--- src/rtl/core/rlos_pkg.sv ---
// rlos_pkg: shared types, codes and helpers of the rumble and led output sequencer
// no dependencies; imported by every module of the block
`timescale 1ns / 1ps

package rlos_pkg;

   // width of the millisecond countdown
   localparam int TIME_BITS = 16;

   // report queue between front and back (depth must stay a power of two)
   localparam int QUEUE_DEPTH = 2;
   localparam int QPTR_BITS   = $clog2(QUEUE_DEPTH);
   localparam int QCNT_BITS   = $clog2(QUEUE_DEPTH + 1);

   // motor duration byte while a rumble plays
   localparam logic [7:0] MOTOR_HOLD_PLAY = 8'hff;

   // input item codes
   typedef enum logic [1:0] {
      ACT_TICK   = 2'd0,
      ACT_REPORT = 2'd1,
      ACT_LEDS   = 2'd2,
      ACT_RUMBLE = 2'd3
   } action_type;

   // rumble sequencing state
   typedef enum logic [2:0] {
      RUMBLE_IDLE  = 3'b001,
      RUMBLE_DELAY = 3'b010,
      RUMBLE_RUN   = 3'b100
   } rumble_phase_type;

   // player led state
   typedef enum logic [2:0] {
      LED_INIT = 3'b001,
      LED_NEED = 3'b010,
      LED_DONE = 3'b100
   } led_state_type;

   // one report to be sent, before copying
   typedef struct packed {
      logic       weak_on;
      logic [7:0] strong_force;
      logic [7:0] hold;
      logic [4:0] led_byte;
   } report_type;

   // load a millisecond count, saturated to the countdown width
   function automatic logic [TIME_BITS-1:0] time_load(input logic [15:0] value);
      logic [32:0] ext;
      logic [32:0] max;
      ext = 33'(value);
      max = 33'((64'd1 << TIME_BITS) - 64'd1);
      return TIME_BITS'((ext > max) ? max : ext);
   endfunction

endpackage

--- src/rtl/core/rlos_front.sv ---
// rlos_front: accepts items, runs the rumble and led state, and queues reports
// depends on rlos_pkg
`timescale 1ns / 1ps

module rlos_front import rlos_pkg::*; (
   input  logic       clock,
   input  logic       reset,
   input  logic       req_valid,
   output logic       req_ready,
   input  logic [1:0] req_action,
   input  logic [3:0] req_led_bits,
   input  logic [15:0] req_start_delay,
   input  logic [15:0] req_run_time,
   input  logic [7:0] req_weak_level,
   input  logic [7:0] req_strong_level,
   input  logic       q_full,
   output logic       q_push,
   output report_type q_data
);

   rumble_phase_type      rumble_ff, rumble_in;
   led_state_type         led_ff, led_in;
   logic [3:0]            led_store_ff, led_store_in;
   logic [TIME_BITS-1:0]  countdown_ff, countdown_in;
   logic [15:0]           held_run_ff, held_run_in;
   logic                  held_weak_ff, held_weak_in;
   logic [7:0]            held_strong_ff, held_strong_in;
   logic                  accept;
   logic                  rep_valid;
   report_type            rep;
   logic                  req_weak_on;

   // an item is taken whenever the queue has room
   assign req_ready   = !q_full;
   assign accept      = req_valid && req_ready;
   assign req_weak_on = (req_weak_level != 8'd0);

   // classify the item and work out the next state and any report
   always_comb begin
      rumble_in      = rumble_ff;
      led_in         = led_ff;
      led_store_in   = led_store_ff;
      countdown_in   = countdown_ff;
      held_run_in    = held_run_ff;
      held_weak_in   = held_weak_ff;
      held_strong_in = held_strong_ff;
      rep_valid      = 1'b0;
      rep            = '0;
      unique case (action_type'(req_action))
         ACT_TICK: begin
            if (rumble_ff == RUMBLE_DELAY || rumble_ff == RUMBLE_RUN) begin
               if (countdown_ff > TIME_BITS'(1)) begin
                  countdown_in = countdown_ff - TIME_BITS'(1);
               end else if (rumble_ff == RUMBLE_RUN) begin
                  // run time elapsed: stop report
                  rumble_in    = RUMBLE_IDLE;
                  countdown_in = '0;
                  rep_valid    = 1'b1;
               end else if (held_run_ff == 16'd0) begin
                  // delay over with nothing to play
                  rumble_in    = RUMBLE_IDLE;
                  countdown_in = '0;
               end else begin
                  // delay over: start the held rumble
                  rumble_in        = RUMBLE_RUN;
                  countdown_in     = time_load(held_run_ff);
                  rep_valid        = 1'b1;
                  rep.weak_on      = held_weak_ff;
                  rep.strong_force = held_strong_ff;
                  rep.hold         = MOTOR_HOLD_PLAY;
               end
            end
         end
         ACT_REPORT: begin
            if (led_ff == LED_NEED) begin
               led_in    = LED_DONE;
               rep_valid = 1'b1;
            end
         end
         ACT_LEDS: begin
            led_store_in = req_led_bits;
            if (led_ff == LED_INIT || led_ff == LED_NEED) begin
               led_in = LED_NEED;
            end else begin
               led_in    = LED_DONE;
               rep_valid = 1'b1;
            end
         end
         ACT_RUMBLE: begin
            if (req_start_delay != 16'd0) begin
               rumble_in      = RUMBLE_DELAY;
               held_run_in    = req_run_time;
               held_weak_in   = req_weak_on;
               held_strong_in = req_strong_level;
               countdown_in   = time_load(req_start_delay);
            end else if (req_run_time == 16'd0) begin
               // zero run time: stop a running rumble, clear a pending one
               rep_valid    = (rumble_ff == RUMBLE_RUN);
               rumble_in    = RUMBLE_IDLE;
               countdown_in = '0;
            end else begin
               rumble_in        = RUMBLE_RUN;
               countdown_in     = time_load(req_run_time);
               rep_valid        = 1'b1;
               rep.weak_on      = req_weak_on;
               rep.strong_force = req_strong_level;
               rep.hold         = MOTOR_HOLD_PLAY;
            end
         end
         default: begin
         end
      endcase
      rep.led_byte = {led_store_in, 1'b0};
   end

   assign q_push = accept && rep_valid;
   assign q_data = rep;

   // state registers
   always_ff @(posedge clock) begin
      if (reset) begin
         rumble_ff      <= RUMBLE_IDLE;
         led_ff         <= LED_INIT;
         led_store_ff   <= '0;
         countdown_ff   <= '0;
         held_run_ff    <= '0;
         held_weak_ff   <= 1'b0;
         held_strong_ff <= '0;
      end else if (accept) begin
         rumble_ff      <= rumble_in;
         led_ff         <= led_in;
         led_store_ff   <= led_store_in;
         countdown_ff   <= countdown_in;
         held_run_ff    <= held_run_in;
         held_weak_ff   <= held_weak_in;
         held_strong_ff <= held_strong_in;
      end
   end

endmodule

--- src/rtl/core/rlos_queue.sv ---
// rlos_queue: short register queue of reports between front and back
// depends on rlos_pkg
`timescale 1ns / 1ps

module rlos_queue import rlos_pkg::*; (
   input  logic       clock,
   input  logic       reset,
   input  logic       push,
   input  report_type push_data,
   output logic       full,
   input  logic       pop,
   output logic       head_valid,
   output report_type head_data
);

   report_type              entry_ff [QUEUE_DEPTH];
   logic [QPTR_BITS-1:0]    wr_ptr_ff, rd_ptr_ff;
   logic [QCNT_BITS-1:0]    count_ff, count_in;

   assign full       = (count_ff == QCNT_BITS'(QUEUE_DEPTH));
   assign head_valid = (count_ff != '0);
   assign head_data  = entry_ff[rd_ptr_ff];

   // occupancy
   always_comb begin
      count_in = count_ff;
      if (push && !pop) begin
         count_in = count_ff + QCNT_BITS'(1);
      end else if (pop && !push) begin
         count_in = count_ff - QCNT_BITS'(1);
      end
   end

   // pointers and count
   always_ff @(posedge clock) begin
      if (reset) begin
         wr_ptr_ff <= '0;
         rd_ptr_ff <= '0;
         count_ff  <= '0;
      end else begin
         count_ff <= count_in;
         if (push) begin
            wr_ptr_ff <= wr_ptr_ff + QPTR_BITS'(1);
         end
         if (pop) begin
            rd_ptr_ff <= rd_ptr_ff + QPTR_BITS'(1);
         end
      end
   end

   // entry storage
   always_ff @(posedge clock) begin
      if (push) begin
         entry_ff[wr_ptr_ff] <= push_data;
      end
   end

   // occupancy never passes the depth
   a_count_bound: assert property (@(posedge clock) disable iff (reset)
      count_ff <= QCNT_BITS'(QUEUE_DEPTH))
      else $error("queue count beyond depth");

   // the front never writes into a full queue
   a_no_overflow: assert property (@(posedge clock) disable iff (reset)
      push |-> !full)
      else $error("push into full queue");

   // the back never takes from an empty queue
   a_no_underflow: assert property (@(posedge clock) disable iff (reset)
      pop |-> head_valid)
      else $error("pop from empty queue");

endmodule

--- src/rtl/core/rlos_back.sv ---
// rlos_back: sends each queued report once, or twice in clone mode
// depends on rlos_pkg
`timescale 1ns / 1ps

module rlos_back import rlos_pkg::*; (
   input  logic       clock,
   input  logic       reset,
   input  logic       clone_mode,
   input  logic       head_valid,
   input  report_type head_data,
   output logic       pop,
   output logic       rsp_valid,
   input  logic       rsp_ready,
   output logic       rsp_weak_motor_on,
   output logic [7:0] rsp_strong_force,
   output logic [7:0] rsp_motor_hold,
   output logic [4:0] rsp_led_byte,
   output logic       rsp_interrupt_channel,
   output logic       rsp_last_copy
);

   logic       valid_ff;
   report_type rep_ff;
   logic       intr_ff;
   logic       last_ff;
   logic       taken;
   logic       out_free;

   assign taken    = valid_ff && rsp_ready;
   assign out_free = !valid_ff || (taken && last_ff);
   assign pop      = out_free && head_valid;

   // output register: load a new report or move on to the interrupt copy
   always_ff @(posedge clock) begin
      if (reset) begin
         valid_ff <= 1'b0;
         intr_ff  <= 1'b0;
         last_ff  <= 1'b0;
      end else if (taken && !last_ff) begin
         intr_ff <= 1'b1;
         last_ff <= 1'b1;
      end else if (out_free) begin
         valid_ff <= head_valid;
         intr_ff  <= 1'b0;
         last_ff  <= !clone_mode;
      end
   end

   // report payload
   always_ff @(posedge clock) begin
      if (pop) begin
         rep_ff <= head_data;
      end
   end

   assign rsp_valid             = valid_ff;
   assign rsp_weak_motor_on     = rep_ff.weak_on;
   assign rsp_strong_force      = rep_ff.strong_force;
   assign rsp_motor_hold        = rep_ff.hold;
   assign rsp_led_byte          = rep_ff.led_byte;
   assign rsp_interrupt_channel = intr_ff;
   assign rsp_last_copy         = last_ff;

   // the interrupt copy is always the final one
   a_intr_last: assert property (@(posedge clock) disable iff (reset)
      (valid_ff && intr_ff) |-> last_ff)
      else $error("interrupt copy not marked last");

   // a first copy that is not last goes out on the control channel
   a_first_ctrl: assert property (@(posedge clock) disable iff (reset)
      (valid_ff && !last_ff) |-> !intr_ff)
      else $error("non-final copy on interrupt channel");

   // taking a non-final copy brings up the interrupt copy of the same report
   a_second_copy: assert property (@(posedge clock) disable iff (reset)
      (taken && !last_ff) |=> (valid_ff && intr_ff && $stable(rep_ff)))
      else $error("second copy missing");

endmodule

--- src/rtl/core/rumble_led_output_sequencer_unit.sv ---
// rumble_led_output_sequencer_unit: top level of the rumble and led sequencer
// depends on rlos_pkg, rlos_front, rlos_queue, rlos_back
`timescale 1ns / 1ps

//  channel  direction  handshake              payload
//  req      in         req_valid/req_ready    action, led bits, delay, run time, levels
//  rsp      out        rsp_valid/rsp_ready    motor fields, led byte, channel, last copy
//  csr      in         csr_valid/csr_ready    clone_mode
//
//  the front takes one item per cycle while the two-entry report queue has room
//  an item with no report leaves the output alone; a report occupies the output for
//  one copy, or two copies in clone mode, so the output register sets the sustained rate
//  reset is synchronous and clears all sequencing state and clone_mode
//  a stalled rsp side fills the queue, then req_ready drops; csr is always ready

module rumble_led_output_sequencer_unit import rlos_pkg::*; (
   input  logic        clock,
   input  logic        reset,
   input  logic        req_valid,
   output logic        req_ready,
   input  logic [1:0]  req_action,
   input  logic [3:0]  req_led_bits,
   input  logic [15:0] req_start_delay,
   input  logic [15:0] req_run_time,
   input  logic [7:0]  req_weak_level,
   input  logic [7:0]  req_strong_level,
   output logic        rsp_valid,
   input  logic        rsp_ready,
   output logic        rsp_weak_motor_on,
   output logic [7:0]  rsp_strong_force,
   output logic [7:0]  rsp_motor_hold,
   output logic [4:0]  rsp_led_byte,
   output logic        rsp_interrupt_channel,
   output logic        rsp_last_copy,
   input  logic        csr_valid,
   output logic        csr_ready,
   input  logic        csr_clone_mode
);

   logic       clone_mode_ff;
   logic       q_push;
   logic       q_full;
   logic       q_pop;
   logic       q_head_valid;
   report_type q_push_data;
   report_type q_head_data;

   // configuration register
   assign csr_ready = 1'b1;

   always_ff @(posedge clock) begin
      if (reset) begin
         clone_mode_ff <= 1'b0;
      end else if (csr_valid && csr_ready) begin
         clone_mode_ff <= csr_clone_mode;
      end
   end

   // item intake and sequencing
   rlos_front u_front (
      .clock            (clock),
      .reset            (reset),
      .req_valid        (req_valid),
      .req_ready        (req_ready),
      .req_action       (req_action),
      .req_led_bits     (req_led_bits),
      .req_start_delay  (req_start_delay),
      .req_run_time     (req_run_time),
      .req_weak_level   (req_weak_level),
      .req_strong_level (req_strong_level),
      .q_full           (q_full),
      .q_push           (q_push),
      .q_data           (q_push_data)
   );

   // report queue
   rlos_queue u_queue (
      .clock      (clock),
      .reset      (reset),
      .push       (q_push),
      .push_data  (q_push_data),
      .full       (q_full),
      .pop        (q_pop),
      .head_valid (q_head_valid),
      .head_data  (q_head_data)
   );

   // report output and copying
   rlos_back u_back (
      .clock                 (clock),
      .reset                 (reset),
      .clone_mode            (clone_mode_ff),
      .head_valid            (q_head_valid),
      .head_data             (q_head_data),
      .pop                   (q_pop),
      .rsp_valid             (rsp_valid),
      .rsp_ready             (rsp_ready),
      .rsp_weak_motor_on     (rsp_weak_motor_on),
      .rsp_strong_force      (rsp_strong_force),
      .rsp_motor_hold        (rsp_motor_hold),
      .rsp_led_byte          (rsp_led_byte),
      .rsp_interrupt_channel (rsp_interrupt_channel),
      .rsp_last_copy         (rsp_last_copy)
   );

endmodule
--- config.mk ---
export PLATFORM = sky130hd
export DESIGN_NAME = rumble_led_output_sequencer_unit
export DESIGN_NICKNAME = d
export VERILOG_FILES = /design/src/rtl/core/rlos_pkg.sv /design/src/rtl/core/rlos_front.sv /design/src/rtl/core/rlos_queue.sv /design/src/rtl/core/rlos_back.sv /design/src/rtl/core/rumble_led_output_sequencer_unit.sv
export SDC_FILE = /design/constraint.sdc
export NUM_CORES = 1
export LEC_CHECK = 0
export BUFFER_PORTS_ARGS = -buffer_cell sky130_fd_sc_hd__buf_2
export CORE_UTILIZATION = 48
export DETAILED_ROUTE_END_ITERATION = 6
export PLACE_DENSITY = 0.7
export SLEW_MARGIN = 10
export SYNTH_ARGS = -nofsm -noshare
export SYNTH_HDL_FRONTEND = slang
export SYNTH_SLANG_ARGS = --single-unit
--- constraint.sdc ---
create_clock -name clock -period 7.1 [get_ports clock]
set_clock_uncertainty 0.15 [all_clocks]
set_input_delay 0.71 -clock clock [delete_from_list [all_inputs] [get_ports clock]]
set_output_delay 0.71 -clock clock [all_outputs]
set_load 0.02 [all_outputs]
==> results of run 1 <==
## metrics by stage
stage | cell area (sq um) | std cells | power [mW] | hold slack (ns) | utilization [%]
6_report | 5720 | 728 | 1.69 | 0.307 | 55.4
3_3_place_gp | 5520 | 712 | 1.31 | 0.290 | 53.4
2_1_floorplan | 5120 | 533 | 1.18 | 0.279 | -
3_5_place_dp | 5520 | 712 | 1.32 | 0.297 | 53.4
4_1_cts | 5720 | 728 | 1.69 | 0.312 | 55.4
5_1_grt | 5720 | 728 | 1.77 | 0.335 | 55.4
## sequential cells by signal (all words and copies together), names as in the netlist, 3 cells and up
register                 flops
u_back.rsp_strong_force      8
u_front.rumble_ff            3
u_queue.entry_ff            28
u_back.rsp_led_byte          4
u_front.held_strong_ff       8
u_front.held_run_ff         16
u_front.led_store_ff         4
u_front.countdown_ff        16
u_front.led_ff               3
## logic make-up after synthesis
group,after synthesis,share of synthesized area (%)
other,2,0.147
buffers and inverters,52,4.70
adder cells (fa/ha/maj),7,1.71
AO/OA/AOI/OAI,128,16.9
XOR/XNOR,14,2.40
flip-flops,101,47.7
multiplexers,20,4.38
AND/OR/NAND/NOR,209,22.0
## where the power goes
group          switching [mW]  total, mW  leakage (nW)  internal [mW]
clock network           0.236      0.379         0.104          0.143
registers              0.0541      0.742         0.857          0.688
logic                   0.361      0.569          1.13          0.209
## per-layer routing
metal  part of all wire (%)  vias up  GRT usage (%)
li1                       -     2070              -
met1                     43     2094           30.9
met2                     47      192           41.1
met3                    7.1       26           3.09
met4                    2.5        0           8.35
met5                      0        -              0
## layout by cell type (no fill, tap or decap), types with 3 or more instances in the layout
master | netlist | final
nor4_4 | 3 | 3
nor3_1 | 13 | 12
and2_1 | 4 | 4
a21oi_1 | 46 | 46
nand3_1 | 9 | 9
ha_1 | 7 | 7
a32oi_1 | 9 | 9
nand4_1 | 4 | 4
buf_2 | 3 | 84
nand3b_1 | 3 | 3
nor3b_1 | 4 | 4
a211oi_1 | 16 | 16
mux2_2 | 18 | 18
nor2_1 | 28 | 28
dfxtp_1 | 59 | 59
clkbuf_8 | 0 | 9
o21ai_0 | 5 | 5
or3_1 | 3 | 3
nor2b_1 | 4 | 3
nor4_1 | 19 | 19
edfxtp_1 | 42 | 42
xnor2_1 | 6 | 6
or4_1 | 4 | 4
nand2b_1 | 5 | 5
a31oi_1 | 9 | 9
nand2_1 | 91 | 91
o31ai_1 | 14 | 14
xor2_1 | 8 | 8
a211o_1 | 3 | 3
inv_1 | 10 | 10
## final cells by class
class,instances,area [sq um]
Fill cell,906,4600
Sequential cell,101,2440
Multi-Input combinational cell,380,2440
Timing Repair Buffer,85,428
Tap cell,136,170
Clock buffer,9,124
Clock inverter,7,81.3
Inverter,10,37.5
## worst max-delay path, cell delays in order
cell      delay (ns)
buf_2           0.11
ha_1            0.62
inv_1           0.59
o22ai_1         0.54
nand3b_1        0.52
a31oi_1         0.38
a22o_1          0.16
## final timing paths
kind                             endpoint  slack [ns]
setup / recovery  u_front.countdown_ff[2]        3.64
hold / removal       u_back.rsp_last_copy        0.31
setup reg to reg  u_queue.entry_ff[0][13]        3.98
hold reg to reg      u_back.rsp_last_copy        0.31
==> impl_results.md, run 1 <==
* Nets at around 650
* Power Dens Cells at between 200 and 300 mW/mm^2
* Worst Hold Path Cells at 1
* Initial antenna violation count at 0
* Static Leak at between 2 and 2.5 nW
* Routed wire per std cell at 17.7 um
* Post-CTS sizing at 0
* CTS tree: done
* # diodes at 0
* Worst setup path startpoint: req_action[0]
* Yosys top cell area share at roughly a quarter
* Ports at 87
* Hold_buf cts at 0
* First-pass GRT wire length at just over 20000 um
* Initial DRC count at around 380
* Register area share after synthesis at between 40% and 50%
* Max cap viols at 0
* Final hold vios at 0
* Vias at 4382
* Most common library cells after synthesis: nand2_1 (91), dfxtp_1 (59), a21oi_1 (46)
* Synth area leaders: edfxtp_1 (25%), dfxtp_1 (23%), nand2_1 (6.7%), a21oi_1 (4.5%), mux2_2 (4.0%)
* Post-DRT Antenna Nets at 0
* Postcts setup bufs at 0
* Most numerous cell in the Yosys netlist: nand2_1
* Share of cells above drive strength 1 at 22.8%
* Area leader, netlist: edfxtp_1
* Rel. slew slack at between 20% and 30%
* Reg2Reg Launch Point: u_front.countdown_ff[4]
* Status: complete, no violations
* Syn Area/Cell at 9.60 sq um
* Root Buffer: clkbuf_8
* Crit end category: flop
* Core Box Area at slightly above 0.01 sq mm
* Final worst path period share at 48.7%
* Final setup fails at 0
* Post-Syn Nets at 600
* Hold Crit Start: clone_mode_ff
* Setup slack after placement at 2.98 ns
* Max Transition Viols Final at 0
* Die height at between 100 and 150 um
* HPWL after DPL at 9280 um
* Setup total negative slack at 0 ns
* Vias in the first global route at 4027
* Maximum vdd drop at around 0.17 mV
* Bufs on Longest Clock Path at 2
* # H-tree levels at 3
* Mapped Area at 0.00512 sq mm
* Die Wd at about 110 um
* FP Rows at 37
* Synth cell types at 69
* Initial Utilization at between 40% and 50%
* RSZ-0062 raised after global routing: false
* Slew at the pin closest to its max-slew limit at 1.16 ns
* Worst r2r path cells at 5
* # clock sinks at about 100
* Ys async rst share at 0%
* Drc violations at 0
* Largest net degree at the start of global routing at 50
* Max frequency at ~290 MHz
* Worst skew pair latency at 0.38 ns
* Via-to-Cell Ratio at between 6 and 7
* Gr ovfl total at 0
* Worst hold-check path type: reg -> reg
* Ys Warns at 0
* Inserted Clock Buffers at 9
* GPL Wtd Cong at 0.904
* First-pass iteration count of the detailed router at 5
* GRT Util Overall at a little under a quarter
* Critical path peak fanout at 23
* Drt total wl at between 10000 and 15000 um
* Synth Instances at 533
* CTS clk-pin slew, worst paths at 0.11 ns
* Worst setup margin at 3.64 ns
* Worst Setup Start Kind: input port
* CP required at approximately 7.3 ns
* Main synth FF type: dfxtp_1
* Number of synthesized flops with an enable pin at 42
* Min cycle time layout at 3.46 ns
* Synth Register Bits at ~100
* P&R area growth vs syn at 11.9%
* Critical Path AT at 3.64 ns
* I/O Buffers at between 80 and 90
* Crit Path Category: in -> reg
* Die ar. at about 0.011 sq mm
(Power assumes the default switching activity.)
==> run 2: changes to the inputs <==
==> constraint.sdc (replaced) <==
create_clock -name clock -period 3.35 [get_ports clock]
set_clock_uncertainty 0.15 [all_clocks]
set_input_delay 0.335 -clock clock [delete_from_list [all_inputs] [get_ports clock]]
set_output_delay 0.335 -clock clock [all_outputs]
set_load 0.02 [all_outputs]
==> impl_results.md, run 2 (synthesized netlist as in run 1, its figures left out) <==
* CP peak stage delay at 0.64 ns (was 0.62 ns)
* Top flop regs: u_queue.entry_ff: 28 flops, u_front.countdown_ff: 16 flops, u_front.held_run_ff: 16 flops (unchanged)
* Fin util at 56.1% (was 55.4%)
* Max Transition Viols Final at 0 (unchanged)
* Hold_buf cts at 0 (unchanged)
* Post-CTS sizing at 0 (unchanged)
* # diodes at 0 (unchanged)
* Final setup fails at 0 (unchanged)
* Die Wd at 105 um (unchanged)
* Largest net degree at the start of global routing at 46 (was 50)
* Worst Hold Path Cells at 3 (was 1)
* Hold_ws at 0.0589 ns (was 0.307 ns)
* CP required at 3.50 ns (was 7.28 ns)
* Worst hold-check path type: in -> reg (was reg -> reg)
* I/O Buffers at 84 (unchanged)
* CTS clk-pin slew, worst paths at 0.11 ns (about the same)
* Hold Path End: u_front.held_strong_ff[4] (was u_back.rsp_last_copy)
* Rel. slew slack at 19.0% (was 22.8%)
* Max frequency at roughly 350 MHz
* # H-tree levels at 3 (unchanged)
* Die ar. at 0.0111 sq mm (unchanged)
* P&R area growth vs syn at 13.1% (was 11.9%)
* CTS tree: done (unchanged)
* HPWL after DPL at 9420 um (was 9280 um)
* Gr ovfl total at 0 (unchanged)
* Routed wire per std cell at 17.2 um (was 17.7 um)
* Commonest non-fill, non-tap cells in the layout: nand2_1 (91), buf_2 (84), dfxtp_1 (59) (unchanged)
* Critical path peak fanout at 7 (was 23)
* Hold Crit Start: req_strong_level[4] (was clone_mode_ff)
* CP max stage cell: or4_1 (was ha_1)
* Max cap viols at 0 (unchanged)
* Drt total wl at 12700 um (was 12900 um)
* Critical-path cell list: or4_1, nor2_1, o2111ai_1, a22oi_2, ha_1, or3_1, a21oi_1 (was buf_2, ha_1, inv_1, o22ai_1, nand3b_1, a31oi_1, a22o_1)
* Setup total negative slack at 0 ns (unchanged)
* Root Buffer: clkbuf_8 (unchanged)
* Initial DRC count at 370 (was 377)
* Bufs on Longest Clock Path at 2 (unchanged)
* Max FFs per register at 28 (unchanged)
* Inserted Clock Buffers at 9 (unchanged)
* First-pass GRT wire length at 20700 um (was 20600 um)
* Status: complete, no violations (unchanged)
* Flop2flop setup slack at 0.51 ns (was 3.98 ns)
* Ports at 87 (unchanged)
* Worst Setup Start Kind: flop (was input port)
* Reg2Reg Launch Point: u_front.countdown_ff[8] (was u_front.countdown_ff[4])
* Biggest register: u_queue.entry_ff (unchanged)
* Die height at 105 um (unchanged)
* RSZ-0062 raised after global routing: false (unchanged)
* Final hold vios at 0 (unchanged)
* Final worst path period share at between 80% and 90%
* Post-DRT Antenna Nets at 0 (unchanged)
* Initial antenna violation count at 0 (unchanged)
* Crit Path Category: reg -> reg (was in -> reg)
* Postcts setup bufs at 0 (unchanged)
* Commonest non-fill, non-tap cell in the layout: nand2_1 (unchanged)
* Static Leak at 2.14 nW (was 2.09 nW)
* Slew at the pin closest to its max-slew limit at 1.22 ns (was 1.16 ns)
* Vias in the first global route at 4108 (was 4027)
* First-pass iteration count of the detailed router at 5 (unchanged)
* Crit end category: flop (unchanged)
* Min cycle time layout at 2.84 ns
* Core Box Area at 0.0103 sq mm (unchanged)
* R2r endpoint: u_queue.count_ff[1] (was u_queue.entry_ff[0][13])
* Vias at 4335 (was 4382)
* FP Rows at 37 (unchanged)
* GRT Util Overall at 23.9% (about the same)
* Critical Path AT at 2.99 ns (was 3.64 ns)
* Maximum vdd drop at 0.282 mV (was 0.167 mV)
* Worst r2r path cells at 7 (was 5)
* GPL Wtd Cong at 0.931 (was 0.904)
* Nets at 665 (was 654)
* Power Dens Cells at 613 mW/mm^2 (was 295 mW/mm^2)
* Share of cells above drive strength 1 at 24.0% (was 22.8%)
* Initial Utilization at 49.6% (unchanged)
* Via-to-Cell Ratio at 5.87 (was 6.02)
* Worst skew pair latency at 0.38 ns (about the same)
* # clock sinks at 101 (unchanged)
* Drc violations at 0 (unchanged)
==> run 2: cell type report <==
cell class / instances / area, sq um
clock buffers: 9 / 124
clock inverters: 7 / 65.1
fillers: 931 / 4540
inverters: 10 / 37.5
multi-input cells: 380 / 2440
flip-flops and latches: 101 / 2440
well taps: 136 / 170
repair buffers: 96 / 510
==> run 2: how the worst max path moves through the flow <==
stage / start / to / cells after the start / slack (ns)
6_report: u_front.countdown_ff[8] / u_queue.count_ff[1] / 7 / 0.51
5_1_grt: u_front.countdown_ff[8] / u_queue.count_ff[1] / 7 / 0.37
4_1_cts: u_front.countdown_ff[8] / u_queue.count_ff[1] / 7 / 0.52
3_5_place_dp: u_front.countdown_ff[8] / u_queue.count_ff[1] / 7 / 0.57
3_3_place_gp: u_front.countdown_ff[8] / u_queue.count_ff[1] / 7 / 0.64
2_1_floorplan: u_front.countdown_ff[8] / u_queue.entry_ff[0][0] / 6 / 0.50
==> run 2: per-layer routing <==
layer	global-route usage [%]	vias up	part of all wire, %
li1	-	2100	-
met1	30.8	2039	43
met2	40.1	166	48
met3	4.39	30	6.8
met4	8.75	0	2.6
met5	0	-	0
==> run 2: where the power goes <==
part | leakage (nW) | internal [mW] | switching, mW
Sequential | 0.857 | 1.46 | 0.114
Clock | 0.0973 | 0.286 | 0.471
Combinational | 1.18 | 0.456 | 0.762
==> run 2: critical path: cells and delay by family (launching register included) <==
family,cells,cell delay [ns]
AND/OR/NAND/NOR,3,1.37
AO/OA/AOI/OAI,3,0.56
flip-flops,1,0.39
adder cells (fa/ha/maj),1,0.30
==> run 2: per-stage QoR <==
step	worst slack [ns]	instance area, sq um	total power [mW]	cells
global placement	0.636	5600	2.80	723
floorplan	0.496	5120	2.50	533
detailed placement	0.570	5600	2.82	723
finish	0.511	5790	3.55	739
global route	0.366	5790	3.72	739
CTS	0.523	5790	3.56	739
